File: src/design/gae_pkg.sv
// Shared types, constants and helper functions for the advantage scan unit.
// No dependencies; every other design file imports this package.
`timescale 1ns / 1ps
`default_nettype none

package gae_pkg;

    // Field widths of the stream words.
    localparam int ENV_W      = 6;
    localparam int VAL_W      = 32;
    localparam int WGT_W      = 17;
    localparam int ACC_W      = 32;
    localparam int IN_DATA_W  = 136;
    localparam int OUT_DATA_W = 72;

    // Width used to compare an environment index against the environment count.
    localparam int ENV_CMP_W  = 13;

    // Register file layout and reset values.
    localparam int CFG_ADDR_W = 3;
    localparam int CFG_DATA_W = 32;
    localparam logic REG_DISCOUNT    = 1'b0;
    localparam logic REG_TRACE_DECAY = 1'b1;
    localparam logic [WGT_W-1:0] DISCOUNT_RESET    = 17'd64881;
    localparam logic [WGT_W-1:0] TRACE_DECAY_RESET = 17'd62259;

    // One in unsigned Q1.16.
    localparam logic [WGT_W-1:0] ONE_Q16 = 17'd65536;

    // Saturation bounds on a sign-extended 40-bit value.
    localparam logic signed [39:0] SAT_MAX = 40'sh00_7FFF_FFFF;
    localparam logic signed [39:0] SAT_MIN = 40'shFF_8000_0000;

    // Rounding constant for a half-up round of a Q32 product.
    localparam logic signed [65:0] HALF_Q32 = 66'sh0_8000_0000;

    typedef struct packed {
        logic [WGT_W-1:0] discount;
        logic [WGT_W-1:0] trace_decay;
    } cfg_t;

    typedef struct packed {
        logic [ACC_W-1:0] val;
        logic             clip;
    } sat_t;

    // Weights above one are treated as one.
    function automatic logic [WGT_W-1:0] clamp_weight(input logic [WGT_W-1:0] w);
        clamp_weight = (w > ONE_Q16) ? ONE_Q16 : w;
    endfunction

    // Clip a signed value to the 32-bit range and flag the clip.
    function automatic sat_t sat32(input logic signed [39:0] x);
        sat_t r;
        if (x > SAT_MAX)
        begin
            r.val  = 32'h7FFF_FFFF;
            r.clip = 1'b1;
        end
        else if (x < SAT_MIN)
        begin
            r.val  = 32'h8000_0000;
            r.clip = 1'b1;
        end
        else
        begin
            r.val  = x[31:0];
            r.clip = 1'b0;
        end
        return r;
    endfunction

endpackage

`default_nettype wire

File: src/design/gae_acc_mem.sv
// Accumulator store: one-port-write, one-port-read memory with registered read
// data, plus a written flag per entry, returned with the read data, so unwritten entries can be taken as zero.
// Depends on gae_pkg for the accumulator width.
`timescale 1ns / 1ps
`default_nettype none

module gae_acc_mem
    import gae_pkg::*;
#(
    parameter int DEPTH  = 64,
    parameter int ADDR_W = 6
)
(
    input  wire logic              clk,
    input  wire logic              rst_n,
    input  wire logic              rd_en,
    input  wire logic [ADDR_W-1:0] rd_addr,
    output logic      [ACC_W-1:0]  rd_data,
    output logic                   rd_valid,
    input  wire logic              wr_en,
    input  wire logic [ADDR_W-1:0] wr_addr,
    input  wire logic [ACC_W-1:0]  wr_data
);

    logic [ACC_W-1:0] mem [DEPTH];
    logic [DEPTH-1:0] valid_reg;
    logic [ACC_W-1:0] rd_data_reg;
    logic             rd_valid_reg;

    // Storage array and read port; read data holds until the next read.
    always_ff @(posedge clk)
    begin
        if (wr_en)
        begin
            mem[wr_addr] <= wr_data;
        end
        if (rd_en)
        begin
            rd_data_reg  <= mem[rd_addr];
            rd_valid_reg <= valid_reg[rd_addr];
        end
    end

    // Written flags, cleared by reset so that every accumulator starts at zero.
    always_ff @(posedge clk or negedge rst_n)
    begin
        if (!rst_n)
        begin
            valid_reg <= '0;
        end
        else if (wr_en)
        begin
            valid_reg[wr_addr] <= 1'b1;
        end
    end

    assign rd_data  = rd_data_reg;
    assign rd_valid = rd_valid_reg;

endmodule

`default_nettype wire

File: config.mk
export PLATFORM = sky130hd
export DESIGN_NAME = gae_acc_mem
export DESIGN_NICKNAME = d
export VERILOG_FILES = /design/src/design/gae_pkg.sv /design/src/design/gae_acc_mem.sv
export SDC_FILE = /design/constraint.sdc
export NUM_CORES = 2
export LEC_CHECK = 0
export BUFFER_PORTS_ARGS = -buffer_cell sky130_fd_sc_hd__buf_2
export CAP_MARGIN = 20
export CORE_MARGIN = 1.5
export CORE_UTILIZATION = 61
export DETAILED_ROUTE_END_ITERATION = 12
export PLACE_DENSITY = 0.82
export RECOVER_POWER = 25
export SLEW_MARGIN = 40
export SYNTH_ARGS = -nofsm -noshare
export SYNTH_HDL_FRONTEND = slang
export SYNTH_SLANG_ARGS = --single-unit
File: constraint.sdc
create_clock -name clk -period 2.1 [get_ports clk]
set_input_delay 0 -clock clk [delete_from_list [all_inputs] [get_ports clk]]
set_output_delay 0 -clock clk [all_outputs]
set_load 0.02 [all_outputs]
* Yosys cells after proc, flatten, opt, wreduce, memory -nomap -nowiden
Memories as Yosys holds them, arrays and structs flattened. A register that Yosys moved wholly into a read port is not among the register bits. Cells that the tools add are included.
Word-level totals: memories 1, memory bits (read-only) 0, RAM bits 2048, latch bits 0, bits in registers 65, input port bits 48, output and inout bits 33, word-level logic and storage cells 14
Memory list:
- mem | words 64, width 32, rd ports 1, clocked after memory_dff 1, write ports 1, line gae_acc_mem.sv:25 | logic [ACC_W-1:0] mem [DEPTH];
Cells by class: add/sub/neg operators 0, divide/modulo/power cells 0, bitwise gates (word level) 1, shift operators 0, mux-type cells 6, multipliers 0, eq/ne operators 0, reduce and logical (&&, ||, !) cells 1, order comparisons 3
Operators by type and width (number):
- $or A64 B64 Y64 | 1
- $lt A6 B7 Y1 const B | 2
- $bmux W1 S6 | 1
- $demux W1 S6 | 1
- $ge A6 B1 Y1 const B | 1
- $mux W1 | 4
- $logic_and A1 B1 Y1 | 1

* Logic depth before layout (Yosys ltp)
depth after elaboration 5, gate-level depth with buffers 10, gate-level depth less buffers 5

* Worst setup path after synthesis
Ideal clock, no wire load.
path kind input to register, start point input wr_addr[3], end point memory mem[48][0], enable pin, stages on the path 4, library setup time 0.462 ns, arrival 2.888 ns, required time 1.638 ns, path slack -1.250 ns, path buffers 1, path through clkbuf_1 -> nand4b_1 -> or2_2 -> nor3_1
RTL lines:
- start, declared | line gae_acc_mem.sv:21 | input wire logic [ADDR_W-1:0] wr_addr,
- end, declared | line gae_acc_mem.sv:25
No word-level cell before the write port.

==> results.cfg <==
[outcome]
status = finished, violations left
violations = max-capacitance violations, max-slew violations, negative setup slack

[worst_hold_path]
holdCritStartpoint = wr_addr[5]
hp-class = input port to register
whs_path_depth = 4

[layout]
regArea_um2 = 64100
area_growth_pct = 16.9
postLayoutCellArea_um2 = 95300
fillCellCount = 6874
final_core_util_pct = 72.1
design.final.nets = 4263
drive_above_1_share_pct = 33.6
largest_reg_flops = 2048
multi_input_area_um2 = 16800

[routing]
wl_mm = 248
ant_nets = 0
vias = 45329
drt-initial-drc-count = 8188
dr.pass1.iters = 5
vias_per_cell = 7.37
wl_per_cell_um = 40.4
drc = 0

[logic_synthesis]
synthTopCellsByArea = edfxtp_1 (77%), mux4_2 (14%), dfrtp_1 (2.0%)
synth_edf_count = 2081
ys_seq_area_share_pct = 78.6
synth-main-ff-cell = edfxtp_1
yosysTopAreaCellShare_pct = 76.6
async_flop_share_pct = 2.98
syn_nets = 3675
syn-cell-area_um2 = 81500
syn_area_per_cell_um2 = 22.5
yosys_warnings = 0
synth-seq-cells = 2145
syn_inst = 3627
yosys.area.top_type = edfxtp_1
ys_types = 43

[critical_path]
max_stage_delay_ns = 0.52
cp-end-kind = register
r2r_start = mem[12][17]
worst_r2r_path_depth = 5
crit_fanout = 1
criticalPathCategory = register to register
crit_cells = 5
crit_path_start_kind = register
path_buf_inv = 0
crit_path_top_delay_cell = or4_1
cp.arrival_ns = 2.72
cp-startpoint = mem[12][17]
path_cells = mux4_2 -> o22ai_2 -> a2111oi_1 -> or4_1 -> o22a_1
worstPathRequired_ns = 2.67
cpLargestDelayFamily = simple AND/OR/NAND/NOR gates

[power]
power.total_uw = 88600
p_per_area_nw_per_um2 = 929
ir_drop_mv = 0.766
p_leak_uw = 0.0308

[sta]
maxSlewViolCount = 220
finalHoldViolCount = 0
fmax_ghz = 0.464
fin_ws_ns = -0.0539
setup_viol = 2
holdWs_ns = 0.0460
fin_crit_sh_pct = 103
post-route-min-period_ns = 2.15
rsz0062_at_grt = true
relSlewSlack_pct = -25.0
finalClockSkew_ns = 0.0186
max_slew.worst_pin.slew_ns = 1.88

[clock_network]
insertion_delay_ns = 0.83
numCtsBuffers = 198
post_cts_buffers = 0
cts_tree = done
cts-root-buf = clkbuf_16
clk_pin_slew_worst_paths_ns = 0.07
cts_sinks = 2145
cts_max_level = 4
cts_buffer_depth = 3

[die]
rows = 133
die_w_um = 369
coreArea_um2 = 132000
die-height_um = 369
start_util_pct = 61.7
die_area_um2 = 136000
pin_count = 81

[place]
post_dp_cell_area_um2 = 88700
hpwlAfterDp_mm = 137
io_buffers = 80
pre_cts_slack_ns = -0.418
place.gp.congestion = 0.855

[global_routing]
overflow = 0
grt_start_max_net_pins = 65
grt_pass1_vias = 46403
grt_pass1_wl_mm = 345
grt_usage_pct = 37.0
antenna_found_initial = 19

[flow_run]
maxCapViolations = 7
[cells in the mapped netlist (all sizes together), types with 9 or more instances]
library cell,count
edfxtp,2081
mux4,495
buf,126
nand2,86
mux2i,80
clkbuf,76
a22oi,73
nor2,70
or2,67
o22ai,66
nand3,65
dfrtp,64
nand4,62
o221ai,51
nor2b,29
and3,28
a211oi,21
o21ai,17
mux2,11
a211o,9
[layout by cell type (no fill, tap or decap), types with 8 or more instances in the layout]
master	n
o211ai_1	8
a211o_1	9
nor2_4	64
buf_4	325
o21ai_0	8
o221ai_1	51
bufinv_16	12
clkinv_1	40
clkbuf_2	13
nand2_1	86
inv_6	10
clkbuf_1	61
dfrtp_1	64
buf_2	55
o21ai_1	9
nor2b_1	27
mux4_2	495
mux2i_1	80
nand4_1	62
a22oi_1	73
edfxtp_1	2081
nand2b_1	8
clkbuf_16	201
o22ai_1	61
dlygate4sd3_1	42
or2_2	67
diode_2	11
and3_1	28
mux2_2	11
a211oi_1	16
clkinv_2	42
buf_12	134
clkinvlp_4	14
nand3_1	65
[cell type report]
class                   count  area share (%)
multi-input cells        1278            17.6
well taps                1755            2.30
clock inverters           123            1.02
repair buffers            590            6.28
flip-flops and latches   2145            67.2
diodes                     11          0.0289
inverters                   2         0.00788
clock buffers             248            5.51
[final timing paths]
check / endpoint / slack, ns
setup reg to reg: rd_data[17] / -0.05
max in group asynchronous: valid_reg[27] / 1.42
min in group asynchronous: valid_reg[42] / 0.30
hold reg to reg: valid_reg[23] / 0.47
hold / removal: mem[32][22] / 0.05
setup / recovery: rd_data[17] / -0.05
[per-layer routing]
metal | track usage [%] | wire [µm] | up-vias
met5 | 0 | 158 | -
met4 | 24.3 | 18900 | 22
met3 | 12.5 | 36900 | 1098
met2 | 56.6 | 116000 | 4550
met1 | 45.6 | 76100 | 23045
li1 | - | - | 16614
[tightest hold or removal path, cell delays in order]
cell and delay [ns]:
buf_2 0.17, nand2_1 0.27, nor2_4 0.07, buf_12 0.18
[through the flow]
stage	setup TNS (ns)	std cells
after floorplan	-762.52	3627
after global placement	-4.12	5728
after detailed placement	-5.80	5728
after CTS	-0.0136	6141
after global routing	-0.0918	6143
final	-0.0770	6152
[kinds of logic (layout without fill, tap and decap cells)]
family | Yosys count | in the layout | share of synthesized area [%]
buffers and inverters | 204 | 963 | 1.52
other | 0 | 11 | 0
and+or+nand+nor | 435 | 435 | 2.78
DFF | 2145 | 2145 | 78.6
AOI/OAI and AO/OA | 257 | 257 | 2.29
muxes | 586 | 586 | 14.8
[timing repair]
item / in CTS / in global routing
gates resized for setup: 9 / 4
endpoints found under the hold margin: 2245 / 0
endpoints found under the setup margin: 6 / 6
hold buffers: 42 / 0
pin swaps: 0 / 0
[power breakdown]
part           total, µW  switching (µW)  leakage (µW)  internal, µW
registers          47900             349        0.0195         47600
clock network      35200           16000       0.00303         19300
logic               5450            3240       0.00825          2220
Power figures use the tool's default switching activity.
