==> config.mk <==
export PLATFORM = sky130hd
export DESIGN_NAME = gae_cfg_regs
export DESIGN_NICKNAME = d
export VERILOG_FILES = /design/src/design/gae_pkg.sv /design/src/design/gae_cfg_regs.sv
export SDC_FILE = /design/constraint.sdc
export NUM_CORES = 1
export LEC_CHECK = 0
export BUFFER_PORTS_ARGS = -buffer_cell sky130_fd_sc_hd__buf_2
export CAP_MARGIN = 20
export CORE_ASPECT_RATIO = 0.8
export CORE_MARGIN = 5
export CORE_UTILIZATION = 42
export DETAILED_ROUTE_END_ITERATION = 7
export PLACE_DENSITY = 0.77
export SYNTH_ARGS = -nofsm -noshare
export SYNTH_HDL_FRONTEND = slang
export SYNTH_SLANG_ARGS = --single-unit
==> constraint.sdc <==
create_clock -name clk -period 1.6 [get_ports clk]
set_clock_uncertainty 0.1 [all_clocks]
set_input_delay 0.32 -clock clk [delete_from_list [all_inputs] [get_ports clk]]
set_output_delay 0.32 -clock clk [all_outputs]
set_load 0.02 [all_outputs]
==> src/design/gae_pkg.sv <==
// Shared types, constants and helper functions for the advantage scan unit.
// No dependencies; every other design file imports this package.
`timescale 1ns / 1ps
`default_nettype none

package gae_pkg;

    // Field widths of the stream words.
    localparam int ENV_W      = 6;
    localparam int VAL_W      = 32;
    localparam int WGT_W      = 17;
    localparam int ACC_W      = 32;
    localparam int IN_DATA_W  = 136;
    localparam int OUT_DATA_W = 72;

    // Width used to compare an environment index against the environment count.
    localparam int ENV_CMP_W  = 13;

    // Register file layout and reset values.
    localparam int CFG_ADDR_W = 3;
    localparam int CFG_DATA_W = 32;
    localparam logic REG_DISCOUNT    = 1'b0;
    localparam logic REG_TRACE_DECAY = 1'b1;
    localparam logic [WGT_W-1:0] DISCOUNT_RESET    = 17'd64881;
    localparam logic [WGT_W-1:0] TRACE_DECAY_RESET = 17'd62259;

    // One in unsigned Q1.16.
    localparam logic [WGT_W-1:0] ONE_Q16 = 17'd65536;

    // Saturation bounds on a sign-extended 40-bit value.
    localparam logic signed [39:0] SAT_MAX = 40'sh00_7FFF_FFFF;
    localparam logic signed [39:0] SAT_MIN = 40'shFF_8000_0000;

    // Rounding constant for a half-up round of a Q32 product.
    localparam logic signed [65:0] HALF_Q32 = 66'sh0_8000_0000;

    typedef struct packed {
        logic [WGT_W-1:0] discount;
        logic [WGT_W-1:0] trace_decay;
    } cfg_t;

    typedef struct packed {
        logic [ACC_W-1:0] val;
        logic             clip;
    } sat_t;

    // Weights above one are treated as one.
    function automatic logic [WGT_W-1:0] clamp_weight(input logic [WGT_W-1:0] w);
        clamp_weight = (w > ONE_Q16) ? ONE_Q16 : w;
    endfunction

    // Clip a signed value to the 32-bit range and flag the clip.
    function automatic sat_t sat32(input logic signed [39:0] x);
        sat_t r;
        if (x > SAT_MAX)
        begin
            r.val  = 32'h7FFF_FFFF;
            r.clip = 1'b1;
        end
        else if (x < SAT_MIN)
        begin
            r.val  = 32'h8000_0000;
            r.clip = 1'b1;
        end
        else
        begin
            r.val  = x[31:0];
            r.clip = 1'b0;
        end
        return r;
    endfunction

endpackage

`default_nettype wire

==> src/design/gae_cfg_regs.sv <==
// Configuration register file behind an APB-style port: discount and trace decay.
// Depends on gae_pkg for the register map, reset values and cfg_t.
`timescale 1ns / 1ps
`default_nettype none

module gae_cfg_regs
    import gae_pkg::*;
(
    input  wire logic                  clk,
    input  wire logic                  rst_n,
    input  wire logic                  psel,
    input  wire logic                  penable,
    input  wire logic                  pwrite,
    input  wire logic [CFG_ADDR_W-1:0] paddr,
    input  wire logic [CFG_DATA_W-1:0] pwdata,
    output logic      [CFG_DATA_W-1:0] prdata,
    output logic                       pready,
    output cfg_t                       cfg
);

    logic [WGT_W-1:0] discount_reg;
    logic [WGT_W-1:0] trace_decay_reg;
    logic             wr_strobe;
    logic             reg_index;

    // Registers sit on word addresses; bit 2 selects between them.
    assign reg_index = paddr[2];
    assign wr_strobe = psel && penable && pwrite;
    assign pready    = 1'b1;

    // Register writes.
    always_ff @(posedge clk or negedge rst_n)
    begin
        if (!rst_n)
        begin
            discount_reg    <= DISCOUNT_RESET;
            trace_decay_reg <= TRACE_DECAY_RESET;
        end
        else if (wr_strobe)
        begin
            unique case (reg_index)
                REG_DISCOUNT:    discount_reg    <= pwdata[WGT_W-1:0];
                REG_TRACE_DECAY: trace_decay_reg <= pwdata[WGT_W-1:0];
                default:         discount_reg    <= discount_reg;
            endcase
        end
    end

    // Read back.
    always_comb
    begin
        unique case (reg_index)
            REG_DISCOUNT:    prdata = {{(CFG_DATA_W-WGT_W){1'b0}}, discount_reg};
            REG_TRACE_DECAY: prdata = {{(CFG_DATA_W-WGT_W){1'b0}}, trace_decay_reg};
            default:         prdata = '0;
        endcase
    end

    assign cfg.discount    = discount_reg;
    assign cfg.trace_decay = trace_decay_reg;

endmodule

`default_nettype wire

* Word-level counts from Yosys, hierarchy flattened *
Index checks and enable logic that the tools add are counted.

word-level totals
  bits in registers = 34
  bits of input ports = 40
  output and inout port bits = 67

cells by class
  muxes and demuxes = 1
  bitwise logic cells = 1
  reduce and logical (&&, ||, !) cells = 4

operator list
  operator           count
  $pmux 32 s2        1
  $reduce_and 2->1   2
  $logic_and 1x1->1  2
  $not 1->1          1

* Longest topological paths before layout *
  depth after elaboration = 3
  gate-level depth with buffers = 4
  depth with buffers taken out = 2

* Worst setup path before layout *
OpenSTA, ideal clock, no wires.

  path type = input port to output port
  start = input paddr[2]
  end = output prdata[10]
  arrival time = 1.056 ns
  data required time = 1.180 ns
  path slack = 0.124 ns
  stages = 3
  path through = buf_6 > buf_2 > mux2_2

between the ends
  word-level cells in the longest chain between the ends = 2

ends and longest elaborated chain
  item                        line                source
  start, declared             gae_cfg_regs.sv:14  input wire logic [CFG_ADDR_W-1:0] paddr,
  $not 1->1 (no source line)  n/a
  $pmux 32 s2 *               gae_cfg_regs.sv:52  unique case (reg_index)
  end, declared               gae_cfg_regs.sv:16  output logic [CFG_DATA_W-1:0] prdata,

Every way passes the cells marked *; elsewhere a longest branch is shown, timed or not. The select of a mux whose other input is x is not followed.

* Final worst setup path *
  start = register discount_reg[0]
  end = output prdata[0]

between the ends
  word-level cells in the longest chain between the ends = 1

ends and longest elaborated chain
  item                    line                source
  start, declared         gae_cfg_regs.sv:21  logic [WGT_W-1:0] discount_reg;
  start signal, assigned  gae_cfg_regs.sv:42  REG_DISCOUNT: discount_reg <= pwdata[WGT_W-1:0];
  start signal, assigned  gae_cfg_regs.sv:44  default: discount_reg <= discount_reg;
  $pmux 32 s2             gae_cfg_regs.sv:52

Every way passes these cells. The select of a mux whose other input is x is not followed.

==> out/qor.yml <==
critical_path:
  path_max_fanout: 3
  end_kind: "output pin"
  cp.required_ns: 1.18
  start_kind: "register"
  worstSetupPathType: "register to output pin"
  critPathArrivalTime_ns: 1.12
synth:
  ys_seq_area_share_pct: 51.6
  synth.most_common_cell: "mux2_2"
  async_flop_share_pct: 100
  synth.distinct_cells: 10
  syn_inst: 109
  syn_area_um2: 1700
  synth_top_area_share_pct: 32.5
  synth_warnings: 0
  synth_area_leaders: "dfstp_2 (32%), mux2_2 (27%), dfrtp_1 (19%), mux2_4 (8.8%), buf_4 (7.1%)"
  syn-mean-instance-area_um2: 15.6
  yosysTopAreaCell: "dfstp_2"
  synth_edf_count: 0
  synth_ff_type: "dfstp_2"
  synthTopCellsByCount: "mux2_2 (41), dfstp_2 (21), buf_4 (16)"
  ys_ff_latch: 34
pwr:
  pwr-share-comb_pct: 36.5
  clockPowerShare_pct: 23.0
  power.switching_uw: 1080
  switching_share_pct: 34.4
  p_leak_uw: 0.00111
  p_seq_share_pct: 40.5
  ir_worst_vdd_uv: 668
  cell_internal_pwr_uw: 2060
  p_per_area_nw_per_um2: 1420
  p_total_uw: 3150
finish:
  areaGrowthSynthToFinish_pct: 30.0
  final_cells: 243
  multiInputGateArea_um2: 717
  design_area_um2: 2210
  insertedDiodeCount: 0
  drive_gt1_share_pct: 84.0
  final_net_count: 227
  seqCellArea_um2: 877
  fill_cells: 349
route:
  antenna_left: 0
  via_count: 1092
  drtIter0Drc: 26
  wire_per_inst_um: 14.6
  post-route-drc-count: 0
  totalWireLength_um: 3550
  vias_per_cell: 4.49
  first_pass_iters: 3
timing:
  setup_slack_ns: 0.0569
  layout_min_cycle_time_ns: 1.54
  timing_hold_violations_final: 0
  finalCritPeriodShare_pct: 96.4
  final_max_slew_viol_count: 0
  timing.fmax_ghz: 0.648
  tns_ns: 0
  rsz0062_at_grt: "false"
  setup-violations-final: 0
clock_network:
  cts_root_buf: "clkbuf_8"
  worstSkewPairLatency_ns: 0.27
  ctsHtreeMaxLevel: 2
  cts_tree: "done"
  path_clk_slew_ns: 0.07
  cts_sinks: 34
  numCtsBuffers: 5
  cts_buffer_depth: 2
global_route:
  grt_pass1_vias: 1180
  grt_overflow: 0
  gr-usage-all-layers_pct: 14.0
  antenna_found_initial: 0
  grt_pass1_wl_um: 5730
  grt_max_degree: 20
floorplanning:
  initial_core_util_pct: 44.1
  die_h_um: 66.9
  die-area_um2: 5430
  row_count: 20
  coreArea_um2: 3850
  ios: 107
  die_x_um: 81.1
place:
  place_congestion: 0.717
  placed_cell_area_um2: 2090
  hpwlAfterDp_um: 2670
  dp_slack_ns: 0.0658
  place_inst: 234
  port_buffers: 73
job:
  maxCapViolations: 0
run_status:
  status: "finished, final reports clean"
worst_hold_path:
  hold_path_class: "primary input to register"
## through the flow
stage                     hold WS [ns]  utilization [%]
after detailed placement         0.168             54.2
after global routing             0.172             57.4
after floorplan                -0.0756                -
final                            0.184             57.4
after CTS                        0.174             57.3
after global placement           0.166             54.2
## timing repair
item                       in CTS  in global routing
setup buffers                   0                  0
gates resized for setup         0                  1
hold buffers                    1                  0
setup endpoints to repair       0                  1
hold endpoints to repair        4                  0
## power groups by stage
stage                     clock (uW)  combinational (uW)  sequential, uW
final                            724                1150            1280
after global routing             794                1220            1310
after CTS                        752                1160            1280
after detailed placement           0                1160            1290
after global placement             0                1140            1280
after floorplan                    0                 545            1520
## worst max-delay path: stages (launching register included)
cell and delay (ns):
dfstp_2 0.55, mux2_2 0.16, buf_4 0.13
## area by class of cell
class,instances,share of cell area (%)
multi-input cells,69,32.4
repair buffers,77,19.8
flip-flops and latches,34,39.7
clock buffers,8,4.98
well taps,55,3.11
## per-layer routing
layer  wire length, um  track usage [%]
met5                 0                0
met4                59             4.43
met3               255             4.59
met2              1760             23.8
met1              1470             16.8
## logic make-up (layout without fill, tap and decap cells)
| kind of cell | count (synthesis) | after routing | synth area share, % |
|---|---|---|---|
| and+or+nand+nor | 2 | 2 | 2.65 |
| DFF | 34 | 34 | 51.6 |
| buffers and inverters | 20 | 85 | 9.34 |
| muxes | 51 | 51 | 36.0 |
| other | 2 | 16 | 0.442 |
## final timing paths
| kind | from | endpoint | slack, ns | depth (start not counted) |
|---|---|---|---|---|
| setup reg to reg | trace_decay_reg[6]$_DFFE_PN0P_ | trace_decay_reg[6]$_DFFE_PN0P_ | 0.71 | 1 |
| max in group asynchronous | rst_n | trace_decay_reg[5]$_DFFE_PN1P_ | 0.46 | 3 |
| setup / recovery | discount_reg[0]$_DFFE_PN1P_ | prdata[0] | 0.06 | 2 |
| hold reg to reg | trace_decay_reg[16]$_DFFE_PN0P_ | trace_decay_reg[16]$_DFFE_PN0P_ | 0.43 | 1 |
| min in group asynchronous | rst_n | trace_decay_reg[10]$_DFFE_PN0P_ | 0.43 | 2 |
| hold / removal | pwdata[9] | discount_reg[9]$_DFFE_PN0P_ | 0.18 | 2 |
## layout by cell type (no fill, tap or decap)
master,instances
buf_12,3
buf_2,72
buf_4,1
clkbuf_8,8
conb_1,16
dfrtp_1,13
dfstp_2,21
dlygate4sd3_1,1
mux2_2,41
mux2_4,10
nand4_4,1
nand4b_4,1
(Power assumes the default switching activity.)
